<file path="config.mk">
export PLATFORM = sky130hd
export DESIGN_NAME = most_frequent_letter_finder_flat
export DESIGN_NICKNAME = d
export VERILOG_FILES = /design/src/design/mflf_pkg.sv /design/src/design/mflf_in_if.sv /design/src/design/mflf_out_if.sv /design/src/design/mflf_front.sv /design/src/design/mflf_queue.sv /design/src/design/mflf_back.sv /design/src/design/most_frequent_letter_finder.sv /design/src/flat_wrapper.sv
export SDC_FILE = /design/constraint.sdc
export NUM_CORES = 1
export LEC_CHECK = 0
export ABC_AREA = 1
export BUFFER_PORTS_ARGS = -buffer_cell sky130_fd_sc_hd__buf_4
export CAP_MARGIN = 0
export CELL_PAD_IN_SITES_DETAIL_PLACEMENT = 0
export CELL_PAD_IN_SITES_GLOBAL_PLACEMENT = 1
export CORE_MARGIN = 5
export CORE_UTILIZATION = 51
export CTS_BUF_LIST = sky130_fd_sc_hd__clkbuf_16
export CTS_CLUSTER_DIAMETER = 100
export DETAILED_ROUTE_END_ITERATION = 8
export PLACE_DENSITY = 0.8
export SYNTH_ARGS = -nofsm -noshare
export SYNTH_HDL_FRONTEND = slang
export SYNTH_HIERARCHICAL = 1
export SYNTH_SLANG_ARGS = --single-unit
</file>
<file path="constraint.sdc">
create_clock -name clk -period 5.95 [get_ports clk]
set_input_delay 0.595 -clock clk [delete_from_list [all_inputs] [get_ports clk]]
set_output_delay 0.595 -clock clk [all_outputs]
set_load 0.1 [all_outputs]
</file>
<file path="src/design/mflf_pkg.sv">
package mflf_pkg;

  localparam int CHAR_BITS       = 8;
  localparam int LETTER_BITS     = 7;
  localparam int TOP_COUNT_BITS  = 8;
  localparam int LETTER_COUNT    = 26;
  localparam int IDX_BITS        = 5;
  localparam int COUNT_BITS_DEF  = 8;
  localparam int QUEUE_DEPTH_DEF = 4;

  localparam logic [CHAR_BITS-1:0]      LETTER_FIRST   = 8'h61;
  localparam logic [CHAR_BITS-1:0]      LETTER_LAST    = 8'h7A;
  localparam logic [IDX_BITS-1:0]       LAST_IDX       = IDX_BITS'(LETTER_COUNT - 1);
  localparam logic [TOP_COUNT_BITS-1:0] TOP_COUNT_MAX  = '1;

  // One classified character as it travels through the queue
  typedef struct packed {
    logic                is_letter;
    logic [IDX_BITS-1:0] idx;
    logic                last;
  } mflf_item_t;

  // Front to queue
  typedef struct packed {
    logic       push;
    mflf_item_t item;
  } mflf_push_t;

  // Queue to back
  typedef struct packed {
    logic       avail;
    mflf_item_t item;
  } mflf_head_t;

endpackage

</file>
<file path="src/design/mflf_in_if.sv">
interface mflf_in_if;
  import mflf_pkg::*;

  logic                 valid;
  logic                 ready;
  logic [CHAR_BITS-1:0] char_code;
  logic                 end_of_sentence;

  modport source (output valid, output char_code, output end_of_sentence, input ready);
  modport sink   (input valid, input char_code, input end_of_sentence, output ready);
endinterface

</file>
<file path="src/design/mflf_out_if.sv">
interface mflf_out_if;
  import mflf_pkg::*;

  logic                      valid;
  logic                      ready;
  logic [LETTER_BITS-1:0]    top_letter;
  logic [TOP_COUNT_BITS-1:0] top_count;
  logic                      found;
  logic                      last_of_run;

  modport source (output valid, output top_letter, output top_count, output found,
                  output last_of_run, input ready);
  modport sink   (input valid, input top_letter, input top_count, input found,
                  input last_of_run, output ready);
endinterface

</file>
<file path="src/design/mflf_front.sv">
module mflf_front (
  mflf_in_if.sink            in_ch,
  input  logic               full,
  output mflf_pkg::mflf_push_t push_o
);
  import mflf_pkg::*;

  logic                 is_letter;
  logic [CHAR_BITS-1:0] offset;

  assign in_ch.ready = !full;

  always_comb begin
    is_letter = (in_ch.char_code >= LETTER_FIRST) && (in_ch.char_code <= LETTER_LAST);
    offset    = in_ch.char_code - LETTER_FIRST;
    push_o.push           = in_ch.valid && !full;
    push_o.item.is_letter = is_letter;
    // non-letters carry bin zero so the back never reads past the bins
    push_o.item.idx       = is_letter ? offset[IDX_BITS-1:0] : '0;
    push_o.item.last      = in_ch.end_of_sentence;
  end
endmodule

</file>
<file path="src/design/mflf_queue.sv">
module mflf_queue #(
  parameter int DEPTH = mflf_pkg::QUEUE_DEPTH_DEF
) (
  input  logic                 clk,
  input  logic                 rst_n,
  input  mflf_pkg::mflf_push_t push_i,
  input  logic                 pop,
  output logic                 full,
  output mflf_pkg::mflf_head_t head_o
);
  import mflf_pkg::*;

  localparam int PW = (DEPTH > 1) ? $clog2(DEPTH) : 1;
  localparam int CW = $clog2(DEPTH + 1);

  mflf_item_t    mem_r [DEPTH];
  logic [PW-1:0] wr_ptr_r, wr_ptr_nxt;
  logic [PW-1:0] rd_ptr_r, rd_ptr_nxt;
  logic [CW-1:0] cnt_r, cnt_nxt;
  logic          do_push, do_pop;

  assign full         = (cnt_r == CW'(DEPTH));
  assign head_o.avail = (cnt_r != '0);
  assign head_o.item  = mem_r[rd_ptr_r];

  always_comb begin
    do_push    = push_i.push && !full;
    do_pop     = pop && head_o.avail;
    wr_ptr_nxt = wr_ptr_r;
    rd_ptr_nxt = rd_ptr_r;
    if (do_push) begin
      wr_ptr_nxt = (wr_ptr_r == PW'(DEPTH - 1)) ? '0 : wr_ptr_r + 1'b1;
    end
    if (do_pop) begin
      rd_ptr_nxt = (rd_ptr_r == PW'(DEPTH - 1)) ? '0 : rd_ptr_r + 1'b1;
    end
    cnt_nxt = cnt_r + CW'(do_push) - CW'(do_pop);
  end

  always_ff @(posedge clk) begin
    if (!rst_n) begin
      wr_ptr_r <= '0;
      rd_ptr_r <= '0;
      cnt_r    <= '0;
    end else begin
      wr_ptr_r <= wr_ptr_nxt;
      rd_ptr_r <= rd_ptr_nxt;
      cnt_r    <= cnt_nxt;
    end
  end

  always_ff @(posedge clk) begin
    if (do_push) begin
      mem_r[wr_ptr_r] <= push_i.item;
    end
  end
endmodule

</file>
<file path="src/design/mflf_back.sv">
module mflf_back #(
  parameter int COUNT_BITS = mflf_pkg::COUNT_BITS_DEF
) (
  input  logic                 clk,
  input  logic                 rst_n,
  input  mflf_pkg::mflf_head_t head_i,
  output logic                 pop,
  mflf_out_if.source           out_ch
);
  import mflf_pkg::*;

  localparam int EW = (COUNT_BITS > TOP_COUNT_BITS) ? COUNT_BITS : TOP_COUNT_BITS;
  localparam logic [COUNT_BITS-1:0] BIN_LIMIT = '1;

  typedef enum logic [3:0] {
    ST_COUNT = 4'b0001,
    ST_SCAN  = 4'b0010,
    ST_FLUSH = 4'b0100,
    ST_NONE  = 4'b1000
  } back_state_t;

  back_state_t state_r, state_nxt;

  logic [COUNT_BITS-1:0] bins_r [LETTER_COUNT];
  logic [COUNT_BITS-1:0] best_r, best_nxt;
  logic [IDX_BITS-1:0]   scan_r, scan_nxt;
  logic                  pend_v_r, pend_v_nxt;
  logic [IDX_BITS-1:0]   pend_idx_r, pend_idx_nxt;

  logic [IDX_BITS-1:0]   rd_idx, wr_idx;
  logic [COUNT_BITS-1:0] rd_data, wr_data, inc_val, best_upd;
  logic                  wr_en, hit;
  logic [EW-1:0]         best_ext;
  logic [TOP_COUNT_BITS-1:0] shown;

  logic                      out_valid_r;
  logic [LETTER_BITS-1:0]    out_letter_r;
  logic [TOP_COUNT_BITS-1:0] out_count_r;
  logic                      out_found_r, out_last_r;
  logic                      can_load, load, ld_found, ld_last;
  logic [LETTER_BITS-1:0]    ld_letter;
  logic [TOP_COUNT_BITS-1:0] ld_count;
  logic [CHAR_BITS-1:0]      pend_char;

  assign can_load = !out_valid_r || out_ch.ready;

  always_comb begin
    best_ext  = EW'(best_r);
    shown     = (best_ext > EW'(TOP_COUNT_MAX)) ? TOP_COUNT_MAX
                                                : best_ext[TOP_COUNT_BITS-1:0];
    pend_char = LETTER_FIRST + CHAR_BITS'(pend_idx_r);
    rd_idx    = (state_r == ST_SCAN) ? scan_r : head_i.item.idx;
    rd_data   = bins_r[rd_idx];
    inc_val   = (rd_data == BIN_LIMIT) ? rd_data : rd_data + 1'b1;
    best_upd  = (head_i.item.is_letter && inc_val > best_r) ? inc_val : best_r;
    hit       = (rd_data == best_r);
  end

  always_comb begin
    state_nxt    = state_r;
    scan_nxt     = scan_r;
    best_nxt     = best_r;
    pend_v_nxt   = pend_v_r;
    pend_idx_nxt = pend_idx_r;
    wr_en        = 1'b0;
    wr_idx       = head_i.item.idx;
    wr_data      = inc_val;
    pop          = 1'b0;
    load         = 1'b0;
    ld_letter    = '0;
    ld_count     = '0;
    ld_found     = 1'b0;
    ld_last      = 1'b0;
    unique case (state_r)
      ST_COUNT: begin
        if (head_i.avail) begin
          pop      = 1'b1;
          wr_en    = head_i.item.is_letter;
          best_nxt = best_upd;
          if (head_i.item.last) begin
            scan_nxt  = '0;
            state_nxt = (best_upd == '0) ? ST_NONE : ST_SCAN;
          end
        end
      end
      ST_SCAN: begin
        // hold while an earlier match still needs the output register
        if (!(hit && pend_v_r && !can_load)) begin
          wr_en   = 1'b1;
          wr_idx  = scan_r;
          wr_data = '0;
          if (hit) begin
            if (pend_v_r) begin
              load      = 1'b1;
              ld_letter = pend_char[LETTER_BITS-1:0];
              ld_count  = shown;
              ld_found  = 1'b1;
            end
            pend_v_nxt   = 1'b1;
            pend_idx_nxt = scan_r;
          end
          if (scan_r == LAST_IDX) begin
            state_nxt = ST_FLUSH;
          end else begin
            scan_nxt = scan_r + 1'b1;
          end
        end
      end
      ST_FLUSH: begin
        if (can_load) begin
          load       = 1'b1;
          ld_letter  = pend_char[LETTER_BITS-1:0];
          ld_count   = shown;
          ld_found   = 1'b1;
          ld_last    = 1'b1;
          pend_v_nxt = 1'b0;
          best_nxt   = '0;
          state_nxt  = ST_COUNT;
        end
      end
      ST_NONE: begin
        if (can_load) begin
          load      = 1'b1;
          ld_last   = 1'b1;
          state_nxt = ST_COUNT;
        end
      end
      default: begin
        state_nxt = ST_COUNT;
      end
    endcase
  end

  always_ff @(posedge clk) begin
    if (!rst_n) begin
      state_r     <= ST_COUNT;
      best_r      <= '0;
      scan_r      <= '0;
      pend_v_r    <= 1'b0;
      out_valid_r <= 1'b0;
      for (int i = 0; i < LETTER_COUNT; i++) begin
        bins_r[i] <= '0;
      end
    end else begin
      state_r  <= state_nxt;
      best_r   <= best_nxt;
      scan_r   <= scan_nxt;
      pend_v_r <= pend_v_nxt;
      if (wr_en) begin
        bins_r[wr_idx] <= wr_data;
      end
      if (load) begin
        out_valid_r <= 1'b1;
      end else if (out_ch.ready) begin
        out_valid_r <= 1'b0;
      end
    end
  end

  always_ff @(posedge clk) begin
    pend_idx_r <= pend_idx_nxt;
    if (load) begin
      out_letter_r <= ld_letter;
      out_count_r  <= ld_count;
      out_found_r  <= ld_found;
      out_last_r   <= ld_last;
    end
  end

  assign out_ch.valid       = out_valid_r;
  assign out_ch.top_letter  = out_letter_r;
  assign out_ch.top_count   = out_count_r;
  assign out_ch.found       = out_found_r;
  assign out_ch.last_of_run = out_last_r;
endmodule

</file>
<file path="src/design/most_frequent_letter_finder.sv">
// Throughput: one character per cycle while the queue has room; at the end of a sentence the
//   back stops draining to scan the bins and flush the final result, longer while the result side stalls.
// Latency: a match is presented in the cycle after the next match is scanned, or after the
//   flush, which also carries the final result of the sentence.
// Reset (rst_n, synchronous, active low): empties the queue and output register,
//   clears all 26 bins and the running maximum.
module most_frequent_letter_finder #(
  parameter int COUNT_BITS  = mflf_pkg::COUNT_BITS_DEF,
  parameter int QUEUE_DEPTH = mflf_pkg::QUEUE_DEPTH_DEF
) (
  input  logic       clk,
  input  logic       rst_n,
  mflf_in_if.sink    in_ch,
  mflf_out_if.source out_ch
);
  import mflf_pkg::*;

  // Front: take one character beat, classify it as a letter bin or ignore,
  // and push it into the queue. Back-pressure comes straight from the queue.
  mflf_push_t push;
  logic       q_full;

  // Back: drain the queue one entry per cycle into the histogram. On the
  // end-of-sentence entry stop draining and scan the bins in alphabetical
  // order, clearing each bin as it is passed. A matching letter is held back
  // one match so that the last one can carry last_of_run.
  mflf_head_t head;
  logic       pop;

  mflf_front u_front (
    .in_ch  (in_ch),
    .full   (q_full),
    .push_o (push)
  );

  mflf_queue #(
    .DEPTH (QUEUE_DEPTH)
  ) u_queue (
    .clk    (clk),
    .rst_n  (rst_n),
    .push_i (push),
    .pop    (pop),
    .full   (q_full),
    .head_o (head)
  );

  mflf_back #(
    .COUNT_BITS (COUNT_BITS)
  ) u_back (
    .clk    (clk),
    .rst_n  (rst_n),
    .head_i (head),
    .pop    (pop),
    .out_ch (out_ch)
  );
endmodule

</file>
<file path="src/flat_wrapper.sv">
// flat-port wrapper written by rule: the top's interface ports become plain ports
module most_frequent_letter_finder_flat import mflf_pkg::*;
#(
  parameter int COUNT_BITS  = mflf_pkg::COUNT_BITS_DEF,
  parameter int QUEUE_DEPTH = mflf_pkg::QUEUE_DEPTH_DEF
)
  (clk, rst_n, in_ch_valid, in_ch_char_code, in_ch_end_of_sentence, in_ch_ready, out_ch_valid, out_ch_top_letter, out_ch_top_count, out_ch_found, out_ch_last_of_run, out_ch_ready);
  mflf_in_if in_ch_i ();
  mflf_out_if out_ch_i ();
  input  logic clk;
  input  logic rst_n;
  input wire logic [$bits(in_ch_i.valid)-1:0] in_ch_valid;
  input wire logic [$bits(in_ch_i.char_code)-1:0] in_ch_char_code;
  input wire logic [$bits(in_ch_i.end_of_sentence)-1:0] in_ch_end_of_sentence;
  output wire logic [$bits(in_ch_i.ready)-1:0] in_ch_ready;
  output wire logic [$bits(out_ch_i.valid)-1:0] out_ch_valid;
  output wire logic [$bits(out_ch_i.top_letter)-1:0] out_ch_top_letter;
  output wire logic [$bits(out_ch_i.top_count)-1:0] out_ch_top_count;
  output wire logic [$bits(out_ch_i.found)-1:0] out_ch_found;
  output wire logic [$bits(out_ch_i.last_of_run)-1:0] out_ch_last_of_run;
  input wire logic [$bits(out_ch_i.ready)-1:0] out_ch_ready;
  assign in_ch_i.valid = in_ch_valid;
  assign in_ch_i.char_code = in_ch_char_code;
  assign in_ch_i.end_of_sentence = in_ch_end_of_sentence;
  assign in_ch_ready = in_ch_i.ready;
  assign out_ch_valid = out_ch_i.valid;
  assign out_ch_top_letter = out_ch_i.top_letter;
  assign out_ch_top_count = out_ch_i.top_count;
  assign out_ch_found = out_ch_i.found;
  assign out_ch_last_of_run = out_ch_i.last_of_run;
  assign out_ch_i.ready = out_ch_ready;
  most_frequent_letter_finder #(.COUNT_BITS(COUNT_BITS), .QUEUE_DEPTH(QUEUE_DEPTH)) u_core (.clk(clk), .rst_n(rst_n), .in_ch(in_ch_i), .out_ch(out_ch_i));
endmodule
</file>
; ---- Word level (Yosys, flattened, before mapping)
; Memories as Yosys holds them, arrays and structs flattened. A register that Yosys moved wholly into a read port is not among the register bits.
; Cells that the tools add are included.
; W data, S select, Z words.
[op_classes]
add_sub_neg = 8
n_lt_le_gt_ge = 4
n_eq_ne = 18
n_mux = 64
bitwise_logic = 1
reduce_logical = 24
[op_table]
columns = cell, n
row1 = $mux W8, 12
row2 = $mux W5, 9
row3 = $pmux W8 S2, 2
row4 = $mux W7, 4
row5 = $mux W4, 6
row6 = $mux W1, 20
row7 = $pmux W7 S2, 1
row8 = $pmux W4 S3, 1
row9 = $pmux W5 S2, 1
row10 = $reduce_and A5 Y1, 2
row11 = $add A8 B1 Y8 const B, 1
row12 = $eq A8 B8 Y1, 1
row13 = $eq A8 B8 Y1 const B, 1
row14 = $ge A8 B7 Y1 const B, 1
row15 = $gt A8 B8 Y1, 1
row16 = $gt A8 B8 Y1 const B, 1
row17 = $le A8 B7 Y1 const B, 1
row18 = $logic_not A8 Y1, 1
row19 = $mux W2, 4
row20 = $ne A2 B1 Y1 const B, 4
row21 = $ne A2 B2 Y1 const B, 4
row22 = $pmux W1 S2, 4
row23 = $reduce_bool A2 Y1, 4
row24 = $reduce_or A8 Y1, 1
row25 = 21 further kinds, 32
[word_totals]
ff_bits = 48
ramBits = 236
inputBits = 13
output_inout_bits = 19
elab_cells = 134
memories = 2
[memory_table]
columns = name, depth, word_bits, rd, rd_ports_with_merged_regs, write_ports, line_no
row1 = u_core.u_back.bins_r, 26, 8, 1, 0, 26, mflf_back.sv:24  ; logic [COUNT_BITS-1:0] bins_r [LETTER_COUNT];
row2 = u_core.u_queue.mem_r, 4, 7, 1, 1, 1, mflf_queue.sv:16  ; mflf_item_t mem_r [DEPTH];

; ---- Logic depth before layout (Yosys ltp)
; Gate-level depths: netlist of the first run.
; An unclocked memory read counts as a cell.
[logic_depth]
depth_word = 13
ltp_mapped = 39
ltp_nobuf = 37

; ---- By module
; Netlist of the first run, hierarchy kept.
[by_module_without_submodules]
columns = module, n_inst, cells_per_inst, area_each_um2
row1 = mflf_back, 1, 1570, 16141.7
row2 = mflf_queue, 1, 137, 1556.5
row3 = mflf_front, 1, 39, 227.7

; ---- Worst setup path before layout of the first run
; Ideal clock, no wire load.
[synth_path]
path_type = register to register
start = reg with a tool-made name
end = reg u_core.u_back.state_r[1]
setup_ns = 0.132
arrival_ns = 4.048
t_required_ns = 5.818
path_slack_ns = 1.770
stages_incl_launch_ff = 37
synth_period_minus_slack_ns = 4.180
cell_sequence = dfxtp_1 -> inv_2 -> buf_6 -> nor2_1 -> o22ai_1 -> inv_1 -> nand2_4 -> nand2_4 -> buf_6 -> buf_2 -> o211ai_1 -> nand3_1 -> nand3_1 -> nand2_1 -> nand2_1 -> nand2_1 -> ha_1 -> nand3_1 -> inv_1 -> nand2_1 -> nand3_1 -> nand2_1 -> inv_1 -> ha_1 -> nand2_1 -> nor2_1 -> nand2_1 -> o211ai_1 -> nand3_1 -> inv_1 -> nand3_1 -> nand2_1 -> nand3_1 -> nor2_1 -> nand2_1 -> nand2_1 -> a21oi_1
[synth_lines]
columns = element, line_no
row1 = "end signal, assigned", mflf_back.sv:145  ; state_r <= state_nxt;
row2 = "end, declared", mflf_back.sv:22  ; back_state_t state_r, state_nxt;

==> results of run 1 <==
-- final cells by class --
type	count	share of cell area, %
Clock buffer	39	4.923
Clock inverter	28	1.124
Inverter	104	1.982
Multi-Input combinational cell	1173	35.37
Sequential cell	334	49.19
Tap cell	455	2.872
Timing Repair Buffer	106	4.538
-- routing by layer --
layer	vias up	part of all wire, %	global-route usage [%]
met5	-	0	0
met4	0	2.2	5.958
li1	6160	-	-
met3	70	6.3	3.241
met1	6419	42	34.15
met2	430	49	40.31
-- worst paths after layout --
path	to	start	cells after the start	slack [ps]
max	u_core/u_back/bins_r[25][4]	u_core/u_back/state_r[1]	21	610
max reg2reg	u_core/u_back/bins_r[25][4]	u_core/u_back/state_r[1]	21	610
min	u_core/u_queue/mem_r[0][0]	in_ch_end_of_sentence	1	280
min reg2reg	u_core/u_back/pend_v_r	u_core/u_back/pend_v_r	2	490
-- placed cells by master, fill, tap and decap left out, types with 4 or more instances in the layout --
cell         n
o21ai_0     36
o21ai_1     17
nand2_4      6
dfxtp_1     27
buf_12       8
nand3_4     13
nand2_2     18
nor2_1      76
nor3_2     207
nand3b_1     9
edfxtp_1   306
clkbuf_16   39
clkinv_2     4
nand2_1    305
inv_1      103
clkinv_1     8
nand3_1    385
nor3_1       4
buf_4       97
a21oi_1     27
o22ai_1      7
nand4_1     10
ha_1        22
nor2_4       4
inv_2        6
-- cell usage after synthesis (4+ instances only) --
cell      number
o22ai_1        7
buf_6         20
buf_2         83
nand3_1      388
dfxtp_1       28
nand2_1      305
inv_2          5
nand3_2        5
nand3b_1       9
o21ai_1       16
inv_1         98
edfxtp_1     306
nor3_1         4
nand4_1       10
nand2_2       18
nor2_1        76
clkbuf_1      13
o21ai_0       37
nand2_4        6
a21oi_1       27
buf_4         17
nor3_2       207
nand3_4        8
nor2_4         4
ha_1          22
-- cells by family (layout without fill, tap and decap cells) --
kind of cell | after synthesis | after routing | share of synthesized area (%)
AND/OR/NAND/NOR | 1043 | 1043 | 33.63
flip-flops | 334 | 334 | 54.39
buffers and inverters | 239 | 277 | 6.791
AO/OA/AOI/OAI | 102 | 102 | 3.302
adder cells (fa/ha/maj) | 23 | 23 | 1.647
XOR/XNOR | 5 | 5 | 0.2443
-- registers in the layout (all words and copies together) (netlist names), 3 cells and up, named ones only --
register                         cells
u_core/u_back/bins_r               256
u_core/u_queue/mem_r                28
u_core/u_back/best_ext               8
u_core/u_back/out_ch.top_count       8
u_core/u_back/out_ch.top_letter      7
u_core/u_back/pend_idx_r             5
u_core/u_back/scan_r                 5
u_core/u_back/state_r                4
u_core/u_queue/cnt_r                 3
-- through the flow --
stage                     std cells  area (µm²)  util [%]  hold slack (ps)  setup slack [ps]
after global routing           2239       19820     57.24            269.1             68.72
after floorplan                1746       17930         -            406.4              1770
after global placement         2172       18610     53.75            465.5             457.7
final                          2239       19820     57.24            277.3             614.8
after detailed placement       2172       18610     53.75            476.4             367.6
after CTS                      2239       19810     57.22            256.2             349.2
-- worst max-delay path: cells and delay by family, from the launching register on --
kind	cells	cell delay, ps
AND/OR/NAND/NOR	16	2330
flip-flops	1	330
buffers and inverters	2	350
AO/OA/AOI/OAI	3	1830
==> impl_metrics.ini, run 1 <==
[run_status]
status = finished, final reports clean

[setup_path]
slowest_delay_ps = 860
cp_slowest_cell = o21ai_1
cp-start-kind = flop
arrival_ps = 5470
crit_top_cell = nand2_1
path_cells = inv_1 > nor2_2 > nand2_4 > o21ai_4 > buf_12 > nand3_1 > nand3_1 > nand3_1 > nand2_1 > nand2_1 > nand2_1 > nand2_1 > nand2_1 > nand2_1 > nor2_4 > nand3_4 > nand2_4 > nand2_1 > o21ai_1 > nand3_4 > o21ai_1
path_max_fanout = 28
required_ps = 6090
worst-setup-path-type = flop to flop
worstSetupEndpointType = flop

[yosys]
syn_area_um2 = 17930
avgSynthCellArea_um2 = 10.27
netlist_top_cells_area = edfxtp_1 (51%), nor3_2 (12%), nand3_1 (11%), nand2_1 (6.4%), dfxtp_1 (3.1%)
synth_cell_type_count = 40
synthFlopType = edfxtp_1
synth_edf_count = 306
ys_ff_latch = 334
synth_area_leader_cell = edfxtp_1
synth_nets = 1782
syn-instance-count = 1746
synth_top_area_share_pct = 51.26
ys_warn_count = 6
synth-async-reset-ratio_pct = 0
ys_seq_area_share_pct = 54.39

[clocking]
clk_path_buf_depth = 3
tritoncts = done
clk_latency_ps = 530
cts_num_sinks = 334
cts_buffers = 37
post_cts_resized = 0
cts-root-buf = clkbuf_16
path_clk_slew_ps = 60
cts_hold_buf = 0
cts_setup_buffers = 0
h-tree-depth = 2

[cells_and_area]
syn_to_final_growth_pct = 10.58
multi_input_area_um2 = 7012
final-seq-area_um2 = 9751
fillerInstances = 2901
fin_nets = 1792
drive_gt1_share_pct = 23.99
antenna_cells = 0

[global_routing]
grt_max_degree = 114
grt_pass1_vias = 12887
overflow = 0
antenna_found_initial = 0
grt_pass1_wl_mm = 74.66
grt_util_all_layers_pct = 24.29

[placed_design]
routabilityCongestion = 0.9165
place_hpwl_mm = 30.47
port_buffers = 31

[timing]
setup-tns-final_ps = 0
finalClockSkew_ps = 16.85
hold_viol_final = 0
finalCritPeriodShare_pct = 89.67
rsz0062_at_grt = false
worstMarginPinSlew_ps = 1031
fmax_mhz = 187.4
setup_violations = 0
period_needed_ps = 5335
slew-limit-headroom_pct = 30.82
slew_viol_final = 0

[detailed_routing]
drt_iter0_markers = 1313
vias = 13079
wl_per_cell_um = 21.15
routed_wirelength_mm = 47.36
ant_nets = 0
viasPerCell = 5.841
firstDrtPassIters = 5
drc = 0

[die]
io_pins = 32
dieWidth_um = 197.5
die-area_um2 = 39000
coreArea_um2 = 34630
fp.dieH_um = 197.5
initial_core_util_pct = 51.77
rows = 68

[job]
maxCapViolCount = 0

[hold_path]
hold_class = primary input to flop
Power of run 1 is left out: the tool's default activity adds up to more than one toggle a clock period on the data nets, which glitch-free logic cannot reach.
==> run 2: changes to the inputs <==
--- a/config.mk
+++ b/config.mk
@@ -6,7 +6,7 @@
 export NUM_CORES = 1
 export LEC_CHECK = 0
 export ABC_AREA = 1
-export BUFFER_PORTS_ARGS = -buffer_cell sky130_fd_sc_hd__buf_4
+export BUFFER_PORTS_ARGS = -buffer_cell sky130_fd_sc_hd__buf_2
 export CAP_MARGIN = 0
 export CELL_PAD_IN_SITES_DETAIL_PLACEMENT = 0
 export CELL_PAD_IN_SITES_GLOBAL_PLACEMENT = 1
==> constraint.sdc (replaced) <==
create_clock -name clk -period 5.1 [get_ports clk]
set_input_delay 0.51 -clock clk [delete_from_list [all_inputs] [get_ports clk]]
set_output_delay 0.51 -clock clk [all_outputs]
set_load 0.1 [all_outputs]
==> run 2 against run 1 <==
Compared with the run above: via count up 0.45%; utilization is 1.1 points higher; cell count grew 1.4%; design area up 1.9%; count of clock-buffer cells in the layout grew 2; critical endpoint is now u_core/u_back/bins_r[19][0]; critical path depth rose by 3; sequential cell count stayed put; wire length shrank 1.6%; first-iteration DRC count down 8.6%; hold slack worse by 61 ps; clock skew decreased by 4.3 ps; die area unchanged.
==> impl_metrics.ini, run 2 (synthesis gave the netlist of run 1 again) <==
[global_routing]
grt_pass1_vias = 12498
grt_max_degree = 61
antenna_found_initial = 0
overflow = 0
grt_util_all_layers_pct = 23.55
grt_pass1_wl_mm = 72.06

[timing]
finalClockSkew_ps = 12.60
hold_slack_ps = 215.8
setup_violations = 0
fmax_mhz = 209.5
hold_viol_final = 0
finalCritPeriodShare_pct = 93.61
rsz0062_at_grt = true
slew_viol_final = 0
slew-limit-headroom_pct = 51.94
period_needed_ps = 4774
worstMarginPinSlew_ps = 716.1

[setup_path]
crit_family = simple AND/OR/NAND/NOR gates
crit_top_cell = nand3_1
path_max_fanout = 37
worst-path-buf-inv = 5
cp_slowest_cell = nand3_4
cp-start-kind = flop
arrival_ps = 5010
path_cells = inv_1 > nor2_2 > nand2_4 > nand2_4 > buf_16 > buf_12 > nand3_1 > nand3_1 > nand3_1 > nand3_1 > nand3_1 > nand2_2 > nand2_1 > nand2_1 > nand2_1 > nor2_4 > nand3_4 > nand2_4 > buf_4 > nand2_1 > o21ai_1 > nand3_4 > o21ai_0 > buf_4
worstSetupEndpointType = flop
worst-setup-path-type = flop to flop
required_ps = 5330
slowest_delay_ps = 480

[clocking]
clk_latency_ps = 530
path_clk_slew_ps = 60
tritoncts = done
cts_buffers = 38
cts-root-buf = clkbuf_16
clk_path_buf_depth = 3
h-tree-depth = 2
cts_num_sinks = 334

[detailed_routing]
wl_per_cell_um = 20.54
ant_nets = 0
drc = 0
firstDrtPassIters = 6
vias = 13138
routed_wirelength_mm = 46.62
drt_iter0_markers = 1200
viasPerCell = 5.788

[cells_and_area]
syn_to_final_growth_pct = 12.69
post-route-cell-area_um2 = 20200
final_cell_mix = nand3_1 (385), edfxtp_1 (306), nand2_1 (304)
top_register = u_core/u_back/bins_r
top_regs = u_core/u_back/bins_r: 256 flops, u_core/u_queue/mem_r: 28 flops
drive_gt1_share_pct = 25.51
fillerInstances = 2941
fin_nets = 1823
antenna_cells = 0
largest_reg_flops = 256
stdcell_count = 2270
final_common_cell = nand3_1

[die]
dieWidth_um = 197.5
fp.dieH_um = 197.5
initial_core_util_pct = 51.77
coreArea_um2 = 34630
io_pins = 32
die-area_um2 = 39000
rows = 68

[run_status]
status = finished, final reports clean

[placed_design]
placed_area_um2 = 18760
port_buffers = 31
routabilityCongestion = 0.8862
dp_cells = 2195
place_hpwl_mm = 30.06

[hold_path]
hold_class = primary input to flop

[job]
maxCapViolCount = 0
==> run 2: cell count changes in the layout (fill, tap and decap cells not counted), sizes merged <==
cell      delta
bufinv       +2
inv          +1
clkbuf       +4
buf         +28
clkinv       -2
clkinvlp     -2
==> run 2: what timing repair did <==
item / in CTS / in global routing
hold buffers: 0 / 0
endpoints found under the hold margin: 0 / 0
setup buffers: 0 / 5
resized for setup: 0 / 24
endpoints found under the setup margin: 0 / 178
==> run 2: final cells by class <==
| type | instances | area, µm² | share of cell area (%) |
|---|---|---|---|
| flip-flops and latches | 334 | 9749 | 48.26 |
| well taps | 455 | 569.3 | 2.818 |
| repair buffers | 136 | 1162 | 5.754 |
| clock inverters | 27 | 246.5 | 1.220 |
| multi-input cells | 1173 | 7047 | 34.88 |
| clock buffers | 41 | 1026 | 5.079 |
| inverters | 104 | 400.4 | 1.982 |
==> run 2: path summary, 6_finish.rpt <==
check | startpoint | to | slack [ps] | depth (start not counted)
max | u_core/u_back/state_r[1] | u_core/u_back/bins_r[19][0] | 330 | 24
min | in_ch_end_of_sentence | u_core/u_queue/mem_r[2][0] | 220 | 1
max reg2reg | u_core/u_back/state_r[1] | u_core/u_back/bins_r[19][0] | 330 | 24
min reg2reg | u_core/u_back/pend_v_r | u_core/u_back/pend_v_r | 480 | 2
==> run 2: layer usage <==
layer,share of wire [%],track usage (%),up-vias
met5,0,0,-
met4,2.1,6.266,0
met3,5.9,2.985,70
met2,49,38.80,406
met1,43,33.27,6429
li1,-,-,6233
==> run 2: worst reg2reg max path: stages (launching register included) <==
cell and delay (ps):
dfxtp_1 350, inv_1 70, nor2_2 220, nand2_4 180, nand2_4 180, buf_16 210, buf_12 230, nand3_1 130
nand3_1 90, nand3_1 120, nand3_1 170, nand3_1 170, nand2_2 140, nand2_1 60, nand2_1 60, nand2_1 90
nor2_4 180, nand3_4 140, nand2_4 200, buf_4 230, nand2_1 60, o21ai_1 220, nand3_4 480, o21ai_0 320
buf_4 220
==> run 2: stage by stage <==
step                util, %  TNS (ps)  worst slack [ps]
CTS                   57.85         0             190.8
detailed placement    54.17         0             233.9
finish                58.34         0             326.0
global placement      54.17         0             351.1
floorplan                 -         0             920.1
global route          58.34    -29.95            -24.85
Power of run 2 is left out for the same reason.
